### src/assert_macros.svh
// Assertion helpers used by the RTL.
`ifndef ASSERT_MACROS_SVH
`define ASSERT_MACROS_SVH

// Clocked check, disabled while reset is high.
`define QPD_ASSERT(label, clk, rst, prop, msg) \
   label: assert property (@(posedge clk) disable iff (rst) (prop)) else $error(msg);

// Clocked check that also holds during reset.
`define QPD_ASSERT_ALWAYS(label, clk, prop, msg) \
   label: assert property (@(posedge clk) (prop)) else $error(msg);

`endif

### src/qpd_pkg.sv
package qpd_pkg;

   // Phase pair codes, phase A in bit 0 and phase B in bit 1
   localparam logic [1:0] PHASE_00 = 2'b00;
   localparam logic [1:0] PHASE_01 = 2'b01;
   localparam logic [1:0] PHASE_11 = 2'b11;
   localparam logic [1:0] PHASE_10 = 2'b10;

   localparam int COUNT_WIDTH_DEF   = 16;
   localparam int TRAVEL_WIDTH      = 15;
   localparam int OUT_COUNT_WIDTH   = 16;
   localparam logic [TRAVEL_WIDTH-1:0] MIN_TRAVEL_RESET = 15'd40;

   localparam int REQ_DATA_WIDTH = 8;
   localparam int RSP_DATA_WIDTH = 24;

   // Direction codes
   localparam logic DIR_REVERSE = 1'b0;
   localparam logic DIR_FORWARD = 1'b1;

   // Gray-code step forward: 01->11->10->00->01
   function automatic logic step_fwd(input logic [1:0] from, input logic [1:0] to);
      return (from == PHASE_01 && to == PHASE_11) || (from == PHASE_11 && to == PHASE_10) ||
             (from == PHASE_10 && to == PHASE_00) || (from == PHASE_00 && to == PHASE_01);
   endfunction

   // Gray-code step in reverse: 01->00->10->11->01
   function automatic logic step_rev(input logic [1:0] from, input logic [1:0] to);
      return (from == PHASE_01 && to == PHASE_00) || (from == PHASE_00 && to == PHASE_10) ||
             (from == PHASE_10 && to == PHASE_11) || (from == PHASE_11 && to == PHASE_01);
   endfunction

endpackage

### src/quadrature_pass_detector_unit.sv
// Quadrature pass detector: X4 decoder with pass validation.
// Request channel (req_*): one pin-change event per request. tuser carries the
// phase-edge flag (0 = no phase change, state is left alone), tdata the phase
// levels and tlast the index level, which ends a pass.
// Response channel (rsp_*): exactly one response per request, reporting the
// pass level, the up/down indicators, the signed position and the error latch
// as they stand after that request.
// Config channel (csr_*): writes min_travel; always ready. Write only while idle.
// The response is valid in the cycle after its request is accepted; a new request
// is taken every cycle while the receiver keeps up, as the whole update is one
// combinational step between the state registers and the response register.
// When the receiver stalls, the response register holds its data and
// req_tready stays high only if the pending response is taken in that cycle.
// Reset clears the position, phases, directions, error and indicator levels,
// loads min_travel with 40 and empties the response register.
`include "assert_macros.svh"

module quadrature_pass_detector_unit #(
   parameter int COUNT_WIDTH = qpd_pkg::COUNT_WIDTH_DEF
) (
   input  logic clock,
   input  logic reset,
   // request channel
   input  logic                               req_tvalid,
   output logic                               req_tready,
   input  logic [qpd_pkg::REQ_DATA_WIDTH-1:0] req_tdata,  // [0] phase_a, [1] phase_b
   input  logic                               req_tuser,  // [0] phase_edge
   input  logic                               req_tlast,  // index_level
   // response channel
   output logic                               rsp_tvalid,
   input  logic                               rsp_tready,
   // [0] pass_out, [1] up_indicator, [2] down_indicator, [18:3] count,
   // [19] reversal_error
   output logic [qpd_pkg::RSP_DATA_WIDTH-1:0] rsp_tdata,
   // config channel
   input  logic                               csr_valid,
   output logic                               csr_ready,
   input  logic [qpd_pkg::TRAVEL_WIDTH-1:0]   csr_data
);

   localparam int CMP_WIDTH = (COUNT_WIDTH > qpd_pkg::TRAVEL_WIDTH) ?
                              COUNT_WIDTH : qpd_pkg::TRAVEL_WIDTH;
   localparam logic signed [COUNT_WIDTH-1:0] CNT_MAX = {1'b0, {(COUNT_WIDTH-1){1'b1}}};
   localparam logic signed [COUNT_WIDTH-1:0] CNT_MIN = {1'b1, {(COUNT_WIDTH-1){1'b0}}};

   // state
   logic signed [COUNT_WIDTH-1:0]     cnt_ff, cnt_in;
   logic [1:0]                        prev_ff, prev_in;
   logic                              cur_dir_ff, cur_dir_in;
   logic                              pass_dir_ff, pass_dir_in;
   logic                              err_ff, err_in;
   logic                              pass_ff, pass_in;
   logic                              up_ff, up_in;
   logic                              down_ff, down_in;
   logic [qpd_pkg::TRAVEL_WIDTH-1:0]  travel_ff;
   logic                              rsp_valid_ff;
   logic [qpd_pkg::RSP_DATA_WIDTH-1:0] rsp_data_ff, rsp_data_in;

   logic                              req_acc;
   logic [1:0]                        phases;
   logic [COUNT_WIDTH-1:0]            mag;
   logic [CMP_WIDTH-1:0]              mag_ext, travel_ext;
   logic signed [qpd_pkg::OUT_COUNT_WIDTH-1:0] count_out;

   assign req_tready = !rsp_valid_ff || rsp_tready;
   assign req_acc    = req_tvalid && req_tready;
   assign csr_ready  = 1'b1;
   assign rsp_tvalid = rsp_valid_ff;
   assign rsp_tdata  = rsp_data_ff;

   assign phases     = req_tdata[1:0];
   assign mag        = cnt_ff[COUNT_WIDTH-1] ? COUNT_WIDTH'(-cnt_ff) : COUNT_WIDTH'(cnt_ff);
   assign mag_ext    = CMP_WIDTH'(mag);
   assign travel_ext = CMP_WIDTH'(travel_ff);

   // next state for one pin-change event
   always_comb begin
      cnt_in      = cnt_ff;
      prev_in     = prev_ff;
      cur_dir_in  = cur_dir_ff;
      pass_dir_in = pass_dir_ff;
      err_in      = err_ff;
      pass_in     = pass_ff;
      up_in       = up_ff;
      down_in     = down_ff;
      if (req_tuser) begin
         // index ends the pass
         if (req_tlast) begin
            if (!err_ff && (mag_ext > travel_ext)) begin
               pass_in = !pass_ff;
               cnt_in  = '0;
            end
            err_in      = 1'b0;
            pass_dir_in = cur_dir_ff;
         end
         // decode one Gray step
         if (!err_in && (phases != prev_ff)) begin
            if (qpd_pkg::step_fwd(prev_ff, phases)) begin
               up_in      = !req_tlast;
               down_in    = 1'b0;
               cur_dir_in = qpd_pkg::DIR_FORWARD;
               if (cnt_in < CNT_MAX) cnt_in = cnt_in + COUNT_WIDTH'(1);
            end else if (qpd_pkg::step_rev(prev_ff, phases)) begin
               down_in    = !req_tlast;
               up_in      = 1'b0;
               cur_dir_in = qpd_pkg::DIR_REVERSE;
               if (cnt_in > CNT_MIN) cnt_in = cnt_in - COUNT_WIDTH'(1);
            end
            // reversal inside a pass
            if ((cur_dir_in != pass_dir_in) && !req_tlast) begin
               err_in  = 1'b1;
               up_in   = 1'b1;
               down_in = 1'b1;
            end
            prev_in = phases;
         end
      end
   end

   // response packing
   assign count_out   = qpd_pkg::OUT_COUNT_WIDTH'(cnt_in);
   assign rsp_data_in = {4'b0000, err_in, count_out, down_in, up_in, pass_in};

   always_ff @(posedge clock) begin
      if (reset) begin
         cnt_ff       <= '0;
         prev_ff      <= qpd_pkg::PHASE_00;
         cur_dir_ff   <= qpd_pkg::DIR_REVERSE;
         pass_dir_ff  <= qpd_pkg::DIR_REVERSE;
         err_ff       <= 1'b0;
         pass_ff      <= 1'b0;
         up_ff        <= 1'b0;
         down_ff      <= 1'b0;
         travel_ff    <= qpd_pkg::MIN_TRAVEL_RESET;
         rsp_valid_ff <= 1'b0;
      end else begin
         if (csr_valid) begin
            travel_ff <= csr_data;
         end
         if (req_acc) begin
            cnt_ff       <= cnt_in;
            prev_ff      <= prev_in;
            cur_dir_ff   <= cur_dir_in;
            pass_dir_ff  <= pass_dir_in;
            err_ff       <= err_in;
            pass_ff      <= pass_in;
            up_ff        <= up_in;
            down_ff      <= down_in;
            rsp_valid_ff <= 1'b1;
         end else if (rsp_tready) begin
            rsp_valid_ff <= 1'b0;
         end
      end
   end

   // response payload register
   always_ff @(posedge clock) begin
      if (req_acc) begin
         rsp_data_ff <= rsp_data_in;
      end
   end

   `QPD_ASSERT(a_err_sets_both, clock, reset, err_ff |-> (up_ff && down_ff), "error latched without both indicators")
   `QPD_ASSERT(a_cnt_idle, clock, reset, !req_acc |=> $stable(cnt_ff), "count moved without a request")
   `QPD_ASSERT(a_pass_on_index, clock, reset, !(req_acc && req_tlast) |=> $stable(pass_ff), "pass level toggled without index")

endmodule

### config.mk
export PLATFORM = sky130hd
export DESIGN_NAME = quadrature_pass_detector_unit
export DESIGN_NICKNAME = d
export VERILOG_FILES = /design/src/qpd_pkg.sv /design/src/quadrature_pass_detector_unit.sv
export VERILOG_INCLUDE_DIRS = /design/src /design/src/src
export SDC_FILE = /design/constraint.sdc
export NUM_CORES = 1
export LEC_CHECK = 0
export BUFFER_PORTS_ARGS = -buffer_cell sky130_fd_sc_hd__buf_2
export CAP_MARGIN = 20
export CORE_ASPECT_RATIO = 0.7
export CORE_MARGIN = 2
export CORE_UTILIZATION = 35
export CTS_CLUSTER_SIZE = 20
export DETAILED_ROUTE_END_ITERATION = 16
export GPL_TIMING_DRIVEN = 0
export PLACE_DENSITY = 0.58
export SLEW_MARGIN = 10
export SYNTH_ARGS = -nofsm -noshare
export SYNTH_HDL_FRONTEND = slang
export SYNTH_SLANG_ARGS = --single-unit
### constraint.sdc
create_clock -name clock -period 7.8 [get_ports clock]
set_clock_uncertainty 0.15 [all_clocks]
set_input_delay 1.56 -clock clock [delete_from_list [all_inputs] [get_ports clock]]
set_output_delay 1.56 -clock clock [all_outputs]
set_load 0.005 [all_outputs]
==> results of run 1 <==
## registers in the layout, summed over array words and instances (netlist names)
signal / flops
up_ff: 1
prev_ff: 2
pass_ff: 1
rsp_tdata: 20
cur_dir_ff: 1
err_ff: 1
travel_ff: 15
pass_dir_ff: 1
cnt_ff: 16
down_ff: 1
rsp_tvalid: 1
## power groups by stage
stage / Combinational (mW) / Sequential (mW) / Clock [mW]
2_1_floorplan: 0.307 / 0.381 / 0
3_3_place_gp: 0.424 / 0.384 / 0
3_5_place_dp: 0.428 / 0.385 / 0
4_1_cts: 0.431 / 0.379 / 0.375
5_1_grt: 0.485 / 0.383 / 0.386
6_report: 0.439 / 0.379 / 0.366
## Yosys cell counts (3+ instances only)
cell / n / area, um^2
sky130_fd_sc_hd__a211o_1: 3 / 26.28
sky130_fd_sc_hd__a21o_1: 6 / 45.04
sky130_fd_sc_hd__a21oi_1: 38 / 190.2
sky130_fd_sc_hd__a2bb2oi_1: 3 / 26.28
sky130_fd_sc_hd__a31oi_1: 6 / 37.54
sky130_fd_sc_hd__and2_1: 3 / 18.77
sky130_fd_sc_hd__and3_1: 10 / 62.56
sky130_fd_sc_hd__buf_2: 6 / 30.03
sky130_fd_sc_hd__buf_4: 7 / 52.55
sky130_fd_sc_hd__clkbuf_1: 20 / 75.07
sky130_fd_sc_hd__dfxtp_1: 40 / 800.8
sky130_fd_sc_hd__edfxtp_1: 20 / 600.6
sky130_fd_sc_hd__ha_1: 18 / 225.2
sky130_fd_sc_hd__inv_1: 25 / 93.84
sky130_fd_sc_hd__mux2i_1: 16 / 160.2
sky130_fd_sc_hd__nand2_1: 65 / 244.0
sky130_fd_sc_hd__nand2b_1: 3 / 18.77
sky130_fd_sc_hd__nand3_1: 23 / 115.1
sky130_fd_sc_hd__nand4_1: 7 / 43.79
sky130_fd_sc_hd__nor2_1: 41 / 153.9
sky130_fd_sc_hd__nor3_1: 10 / 50.05
sky130_fd_sc_hd__nor4_1: 6 / 37.54
sky130_fd_sc_hd__o211ai_1: 7 / 52.55
sky130_fd_sc_hd__o21a_1: 3 / 22.52
sky130_fd_sc_hd__o21ai_0: 25 / 125.1
sky130_fd_sc_hd__o21ai_1: 3 / 15.01
sky130_fd_sc_hd__o31a_1: 3 / 26.28
sky130_fd_sc_hd__o31ai_1: 4 / 30.03
sky130_fd_sc_hd__or2_1: 3 / 18.77
sky130_fd_sc_hd__or2_2: 3 / 18.77
sky130_fd_sc_hd__or3_1: 6 / 37.54
sky130_fd_sc_hd__or4_4: 3 / 33.78
sky130_fd_sc_hd__xnor2_1: 22 / 192.7
sky130_fd_sc_hd__xor2_1: 7 / 61.31
## logic make-up after synthesis
logic type               synth area share (%)
multiplexers                            4.080
flip-flops                              33.35
buffers and inverters                   6.700
other                                  0.1787
AO/OA/AOI/OAI                           20.97
adder cells (fa/ha/maj)                 5.360
AND/OR/NAND/NOR                         23.32
XOR/XNOR                                6.045
## worst min-delay path, delay by kind of cell, from the launching register on
family	cells	cell delay (ns)
simple gates	1	0.05
flops	1	0.32
compound gates	1	0.05
## metrics by stage
| stage | std cells | setup slack, ns | area, um^2 | utilization, % | total power, mW |
|---|---|---|---|---|---|
| floorplan | 516 | 1.955 | 4213 | - | 0.6881 |
| global placement | 715 | 0.3423 | 4619 | 39.39 | 0.8083 |
| detailed placement | 715 | 0.4835 | 4619 | 39.39 | 0.8130 |
| CTS | 731 | 0.4343 | 4892 | 41.72 | 1.185 |
| global route | 732 | 0.05176 | 4926 | 42.01 | 1.254 |
| finish | 732 | 0.5047 | 4926 | 42.01 | 1.185 |
## per-layer routing
layer,vias to the layer above,track usage [%],wire (um)
met5,-,0,0
met3,17,4.306,823
met2,133,30.29,5262
met4,0,4.948,155
li1,1949,-,-
met1,1917,29.98,6470
## final timing paths
path,end,cells past startpoint,start
worst max-delay path,rsp_tdata[4],27,cnt_ff[4]
worst min-delay path,pass_dir_ff,2,pass_dir_ff
worst max register to register,rsp_tdata[4],27,cnt_ff[4]
worst min register to register,pass_dir_ff,2,pass_dir_ff
## what timing repair did
item | CTS | global route
resized for setup | 0 | 1
buffers inserted | 0 | 0
endpoints found under the setup margin | 0 | 1
## cell type report
cell class                      instances  share of cell area [%]
Buffer                                 37                   3.810
Clock buffer                           14                   5.359
Clock inverter                          2                  0.1778
Inverter                               25                   1.905
Multi-Input combinational cell        394                   51.49
Sequential cell                        60                   28.45
Tap cell                              157                   3.988
Timing Repair Buffer                   43                   4.826
==> impl_metrics.json, run 1 <==
{
  "global_route.usage.total_pct": 20.39,
  "fin_hold_ws_ns": 0.3228,
  "leakage_nw": 2.027,
  "synthFlopType": "sky130_fd_sc_hd__dfxtp_1",
  "worst_path_dominant_cell_family": "simple AND/OR/NAND/NOR gates",
  "timing.final.max_slew_violations": 0,
  "dpl.hpwl_mm": 9.748,
  "synthToLayoutAreaGrowth_pct": 17.24,
  "syn-mean-instance-area_um2": 8.190,
  "design.die.area_mm2": 0.01291,
  "netlist_area_mm2": 0.004202,
  "register_area_mm2": 0.001401,
  "drt_iter0_markers": 265,
  "ctsHtreeMaxLevel": 3,
  "final.period_utilization_pct": 93.53,
  "total_area_of_multi_input_combinational_cells_mm2": 0.002536,
  "worst-setup-path-type": "reg2reg",
  "wire_length_per_cell_um": 17.37,
  "critical_path.max_fanout": 10,
  "max_stage_delay_ns": 0.51,
  "dieHeight_um": 95.67,
  "antenna_cells": 0,
  "cell_variety_after_synth": 70,
  "timing.final.crit_period_ns": 7.295,
  "netlist_instances": 513,
  "endpoint_kind": "flip-flop",
  "via_count_of_the_first_global_routing_pass": 3791,
  "drt-pass1-iter-count": 5,
  "boundaryPins": 57,
  "clock_sink_total": 60,
  "tritoncts.num_buffers": 9,
  "netSwitchingFraction_pct": 36.65,
  "nNetsFinal": 618,
  "num_vias": 4016,
  "std_cell_rows": 33,
  "actual_slew_at_the_worst_max_slew_pin_ns": 0.8071,
  "powerDensity_mw_per_mm2": 240.5,
  "layout.cells.most_common": "sky130_fd_sc_hd__nand2_1",
  "outcome": "completed",
  "critical_path.n_buffers_inverters": 3,
  "hold_path.class": "reg2reg",
  "hold_buffers": 0,
  "wl_mm": 12.71,
  "clk-insertion-delay-late_ns": 0.33,
  "seq_power_share_pct": 32.0,
  "power_report.internal_total_uw": 750.6,
  "clock_tree_from_tritoncts": "built",
  "critical_path.startpoint_type": "flip-flop",
  "worst_setup_hold_path_clk_slew_ns": 0.05,
  "setup_viol": 0,
  "worst_ep_arrival_time_ns": 7.22,
  "finalWeightedCongestion": 0.9706,
  "postRouteAntennaNets": 0,
  "antenna_violations_before_repair": 0,
  "power_frac_comb_pct": 37.1,
  "detail_route.vias_per_cell": 5.486,
  "clockPowerShare_pct": 30.9,
  "drive_above_1_share_pct": 16.00,
  "wire_length_of_the_first_global_routing_pass_mm": 20.20,
  "portBuffers": 42,
  "crit_path_top_delay_cell": "sky130_fd_sc_hd__nor4_1",
  "effective_utilization_at_floorplan_pct": 35.83,
  "rrSetupSlack_ns": 0.50,
  "grt_max_degree": 26,
  "hold_violations": 0,
  "globalRouteOverflowTotal": 0,
  "postSynth.asyncResetShare_pct": 0,
  "total_switching_power_uw": 434.3,
  "fillerInstances": 1224,
  "number_of_synthesized_register_bits": 60,
  "setup_tns_ns": 0,
  "synth_edf_count": 20,
  "remaining_drc_errors": 0,
  "ir_worst_vdd_uv": 107.1,
  "maxCapViolCount": 0,
  "worstPathRequired_ns": 7.73,
  "ys.warnings.count": 0,
  "clockRootBuffer": "sky130_fd_sc_hd__clkbuf_16",
  "fmaxAchievable_ghz": 0.1371,
  "core_region_area_mm2": 0.01173,
  "synth_seq_area_share_pct": 33.35,
  "most-common-layout-cells": "65 x sky130_fd_sc_hd__nand2_1, 48 x sky130_fd_sc_hd__buf_2, 41 x sky130_fd_sc_hd__nor2_1, 40 x sky130_fd_sc_hd__dfxtp_1, 38 x sky130_fd_sc_hd__a21oi_1",
  "die_x_um": 135.0,
  "rsz0062_at_grt": "false",
  "cts-root-to-sink-buffers": 2,
  "slew_headroom_pct": 46.00
}
No activity file was read; power rests on OpenSTA's default activity.
==> inputs of run 2 (changes only) <==
==> constraint.sdc (replaced) <==
create_clock -name clock -period 8.2 [get_ports clock]
set_clock_uncertainty 0.15 [all_clocks]
set_input_delay 1.64 -clock clock [delete_from_list [all_inputs] [get_ports clock]]
set_output_delay 1.64 -clock clock [all_outputs]
set_load 0.005 [all_outputs]
==> run 2 against run 1 <==
Sequential power down 5%. Clock power down 4%. Fmax down 3.4%. Total power shrank 4.8%. Register-to-register slack improved by 0.14 ns. Sequential share of layout area about the same. Design area down 0.13%. Largest power group unchanged. Routed wire length shrank 0.11%. Final cell count stayed put. Critical path type unchanged. Utilization fell by 0.053 points. Non-clock buffer count is the same.
==> impl_metrics.json, run 2 (synthesis results as in run 1) <==
{
  "outcome": "completed",
  "effective_utilization_at_floorplan_pct": 35.83,
  "synthToLayoutAreaGrowth_pct": 17.09,
  "postCtsSetupRepairBufs": 0,
  "most-common-layout-cells": "65 x sky130_fd_sc_hd__nand2_1, 48 x sky130_fd_sc_hd__buf_2, 41 x sky130_fd_sc_hd__nor2_1, 40 x sky130_fd_sc_hd__dfxtp_1, 38 x sky130_fd_sc_hd__a21oi_1",
  "cts-root-to-sink-buffers": 2,
  "via_count_of_the_first_global_routing_pass": 3791,
  "layout.cells.most_common": "sky130_fd_sc_hd__nand2_1",
  "fmaxAchievable_ghz": 0.1324,
  "setup_viol": 0,
  "hold-path-endpoint": "pass_dir_ff",
  "endpoint_kind": "flip-flop",
  "design_area_mm2": 0.004920,
  "clock_sink_total": 60,
  "worst_r2r_path_depth": 27,
  "core_region_area_mm2": 0.01173,
  "worst-setup-path-type": "reg2reg",
  "rsz0062_at_grt": "false",
  "netSwitchingFraction_pct": 36.76,
  "hold_buffers": 0,
  "worstPathRequired_ns": 8.13,
  "timing.final.crit_period_ns": 7.552,
  "antenna_violations_before_repair": 0,
  "wire_length_per_cell_um": 17.35,
  "antenna_cells": 0,
  "slew_headroom_pct": 47.69,
  "power_frac_comb_pct": 36.9,
  "hold_path.class": "reg2reg",
  "drive_above_1_share_pct": 15.83,
  "dpl.hpwl_mm": 9.748,
  "setup_tns_ns": 0,
  "tritoncts.num_buffers": 9,
  "critical_path.max_fanout": 10,
  "global_route.usage.total_pct": 20.39,
  "min-delay-start": "pass_dir_ff",
  "powerDensity_mw_per_mm2": 229.3,
  "worst_r2r_endpoint": "rsp_tdata[4]",
  "clock_tree_from_tritoncts": "built",
  "min_path_cells": 2,
  "detail_route.vias_per_cell": 5.511,
  "critical_path.startpoint_type": "flip-flop",
  "rrSetupSlack_ns": 0.65,
  "ir_worst_vdd_uv": 102.6,
  "cts_resized": 0,
  "largest_register_ffs": 20,
  "hold_violations": 0,
  "remaining_drc_errors": 0,
  "globalRouteOverflowTotal": 0,
  "place_worst_setup_slack_ns": 0.8835,
  "wire_length_of_the_first_global_routing_pass_mm": 20.20,
  "finalNonFillerCells": 732,
  "die_x_um": 135.0,
  "grt_max_degree": 26,
  "final.period_utilization_pct": 92.09,
  "nNetsFinal": 618,
  "wl_mm": 12.70,
  "drt_iter0_markers": 308,
  "reg_to_reg_start": "cnt_ff[4]",
  "postRouteAntennaNets": 0,
  "worst_setup_hold_path_clk_slew_ns": 0.05,
  "ctsHtreeMaxLevel": 3,
  "power_report.internal_total_uw": 713.3,
  "setup_slack_ns": 0.6484,
  "post_dp_cell_area_mm2": 0.004619,
  "std_cell_rows": 33,
  "boundaryPins": 57,
  "finalWeightedCongestion": 0.9706,
  "actual_slew_at_the_worst_max_slew_pin_ns": 0.7818,
  "timing.final.max_slew_violations": 0,
  "design.die.area_mm2": 0.01291,
  "clockPowerShare_pct": 31.1,
  "place_inst": 715,
  "dieHeight_um": 95.67,
  "clockRootBuffer": "sky130_fd_sc_hd__clkbuf_16",
  "fin_hold_ws_ns": 0.3200,
  "clk-insertion-delay-late_ns": 0.33,
  "maxCapViolCount": 0,
  "worst_ep_arrival_time_ns": 7.48,
  "seq_power_share_pct": 31.9,
  "drt-pass1-iter-count": 5,
  "num_vias": 4034,
  "total_switching_power_uw": 414.7,
  "portBuffers": 42,
  "leakage_nw": 2.026
}
[run 2: cell count changes in the layout (fill, tap and decap cells not counted)]
| cell | change |
|---|---|
| sky130_fd_sc_hd__nor4_1 | +1 |
| sky130_fd_sc_hd__nor4_2 | -1 |
[run 2: critical path, cell delays in order (launching register included)]
cell and delay [ns]:
sky130_fd_sc_hd__dfxtp_1 0.29, sky130_fd_sc_hd__buf_2 0.19, sky130_fd_sc_hd__nor4_1 0.63, sky130_fd_sc_hd__nand3_1 0.30, sky130_fd_sc_hd__or3_1 0.43, sky130_fd_sc_hd__or3_1 0.36, sky130_fd_sc_hd__or3_1 0.34, sky130_fd_sc_hd__nand2_1 0.10
sky130_fd_sc_hd__xnor2_1 0.08, sky130_fd_sc_hd__ha_1 0.31, sky130_fd_sc_hd__nand3_1 0.14, sky130_fd_sc_hd__nor4_1 0.39, sky130_fd_sc_hd__a21boi_0 0.33, sky130_fd_sc_hd__nor3_1 0.18, sky130_fd_sc_hd__a21o_1 0.21, sky130_fd_sc_hd__buf_6 0.14
sky130_fd_sc_hd__clkbuf_1 0.27, sky130_fd_sc_hd__nand2_1 0.18, sky130_fd_sc_hd__ha_1 0.28, sky130_fd_sc_hd__nand3b_1 0.10, sky130_fd_sc_hd__nor4_1 0.50, sky130_fd_sc_hd__nand2_1 0.11, sky130_fd_sc_hd__nor4_1 0.34, sky130_fd_sc_hd__or3_4 0.29
sky130_fd_sc_hd__o21ai_0 0.12, sky130_fd_sc_hd__a21oi_1 0.14, sky130_fd_sc_hd__a221oi_1 0.08, sky130_fd_sc_hd__mux2_2 0.32
[run 2: metrics by stage]
step / utilization [%] / total power [mW]
6_report: 41.95 / 1.128
5_1_grt: 41.95 / 1.191
4_1_cts: 41.72 / 1.127
3_5_place_dp: 39.39 / 0.7733
3_3_place_gp: 39.39 / 0.7689
2_1_floorplan: - / 0.6546
[run 2: power by group through the flow]
| stage | clock, mW | combinational, mW | sequential [mW] |
|---|---|---|---|
| after CTS | 0.357 | 0.410 | 0.360 |
| after floorplan | 0 | 0.292 | 0.362 |
| after detailed placement | 0 | 0.407 | 0.366 |
| final | 0.351 | 0.417 | 0.360 |
| after global routing | 0.367 | 0.461 | 0.364 |
| after global placement | 0 | 0.403 | 0.366 |
[run 2: layer usage]
metal,GRT usage [%],up-vias,share of wire [%]
li1,-,1945,-
met1,29.98,1912,50
met2,30.29,158,41
met3,4.306,19,7.1
met4,4.948,0,1.3
met5,0,-,0
[run 2: area by class of cell]
| type | instances | area, um^2 |
|---|---|---|
| well taps | 157 | 196.4 |
| repair buffers | 43 | 237.7 |
| flip-flops and latches | 60 | 1401 |
| clock buffers | 14 | 264.0 |
| inverters | 25 | 93.84 |
| clock inverters | 2 | 8.758 |
| multi-input cells | 394 | 2530 |
| plain buffers | 37 | 187.7 |
| fillers | 1223 | 6807 |
[run 2: worst max path at each step]
stage / slack, ns / cells after the start / endpoint / startpoint
5_1_grt: 0.24 / 27 / rsp_tdata[4] / cnt_ff[4]
3_3_place_gp: 0.74 / 27 / rsp_tdata[4] / cnt_ff[4]
2_1_floorplan: 2.36 / 27 / rsp_tdata[4] / cnt_ff[4]
3_5_place_dp: 0.88 / 27 / rsp_tdata[4] / cnt_ff[4]
6_report: 0.65 / 27 / rsp_tdata[4] / cnt_ff[4]
4_1_cts: 0.83 / 27 / rsp_tdata[4] / cnt_ff[4]
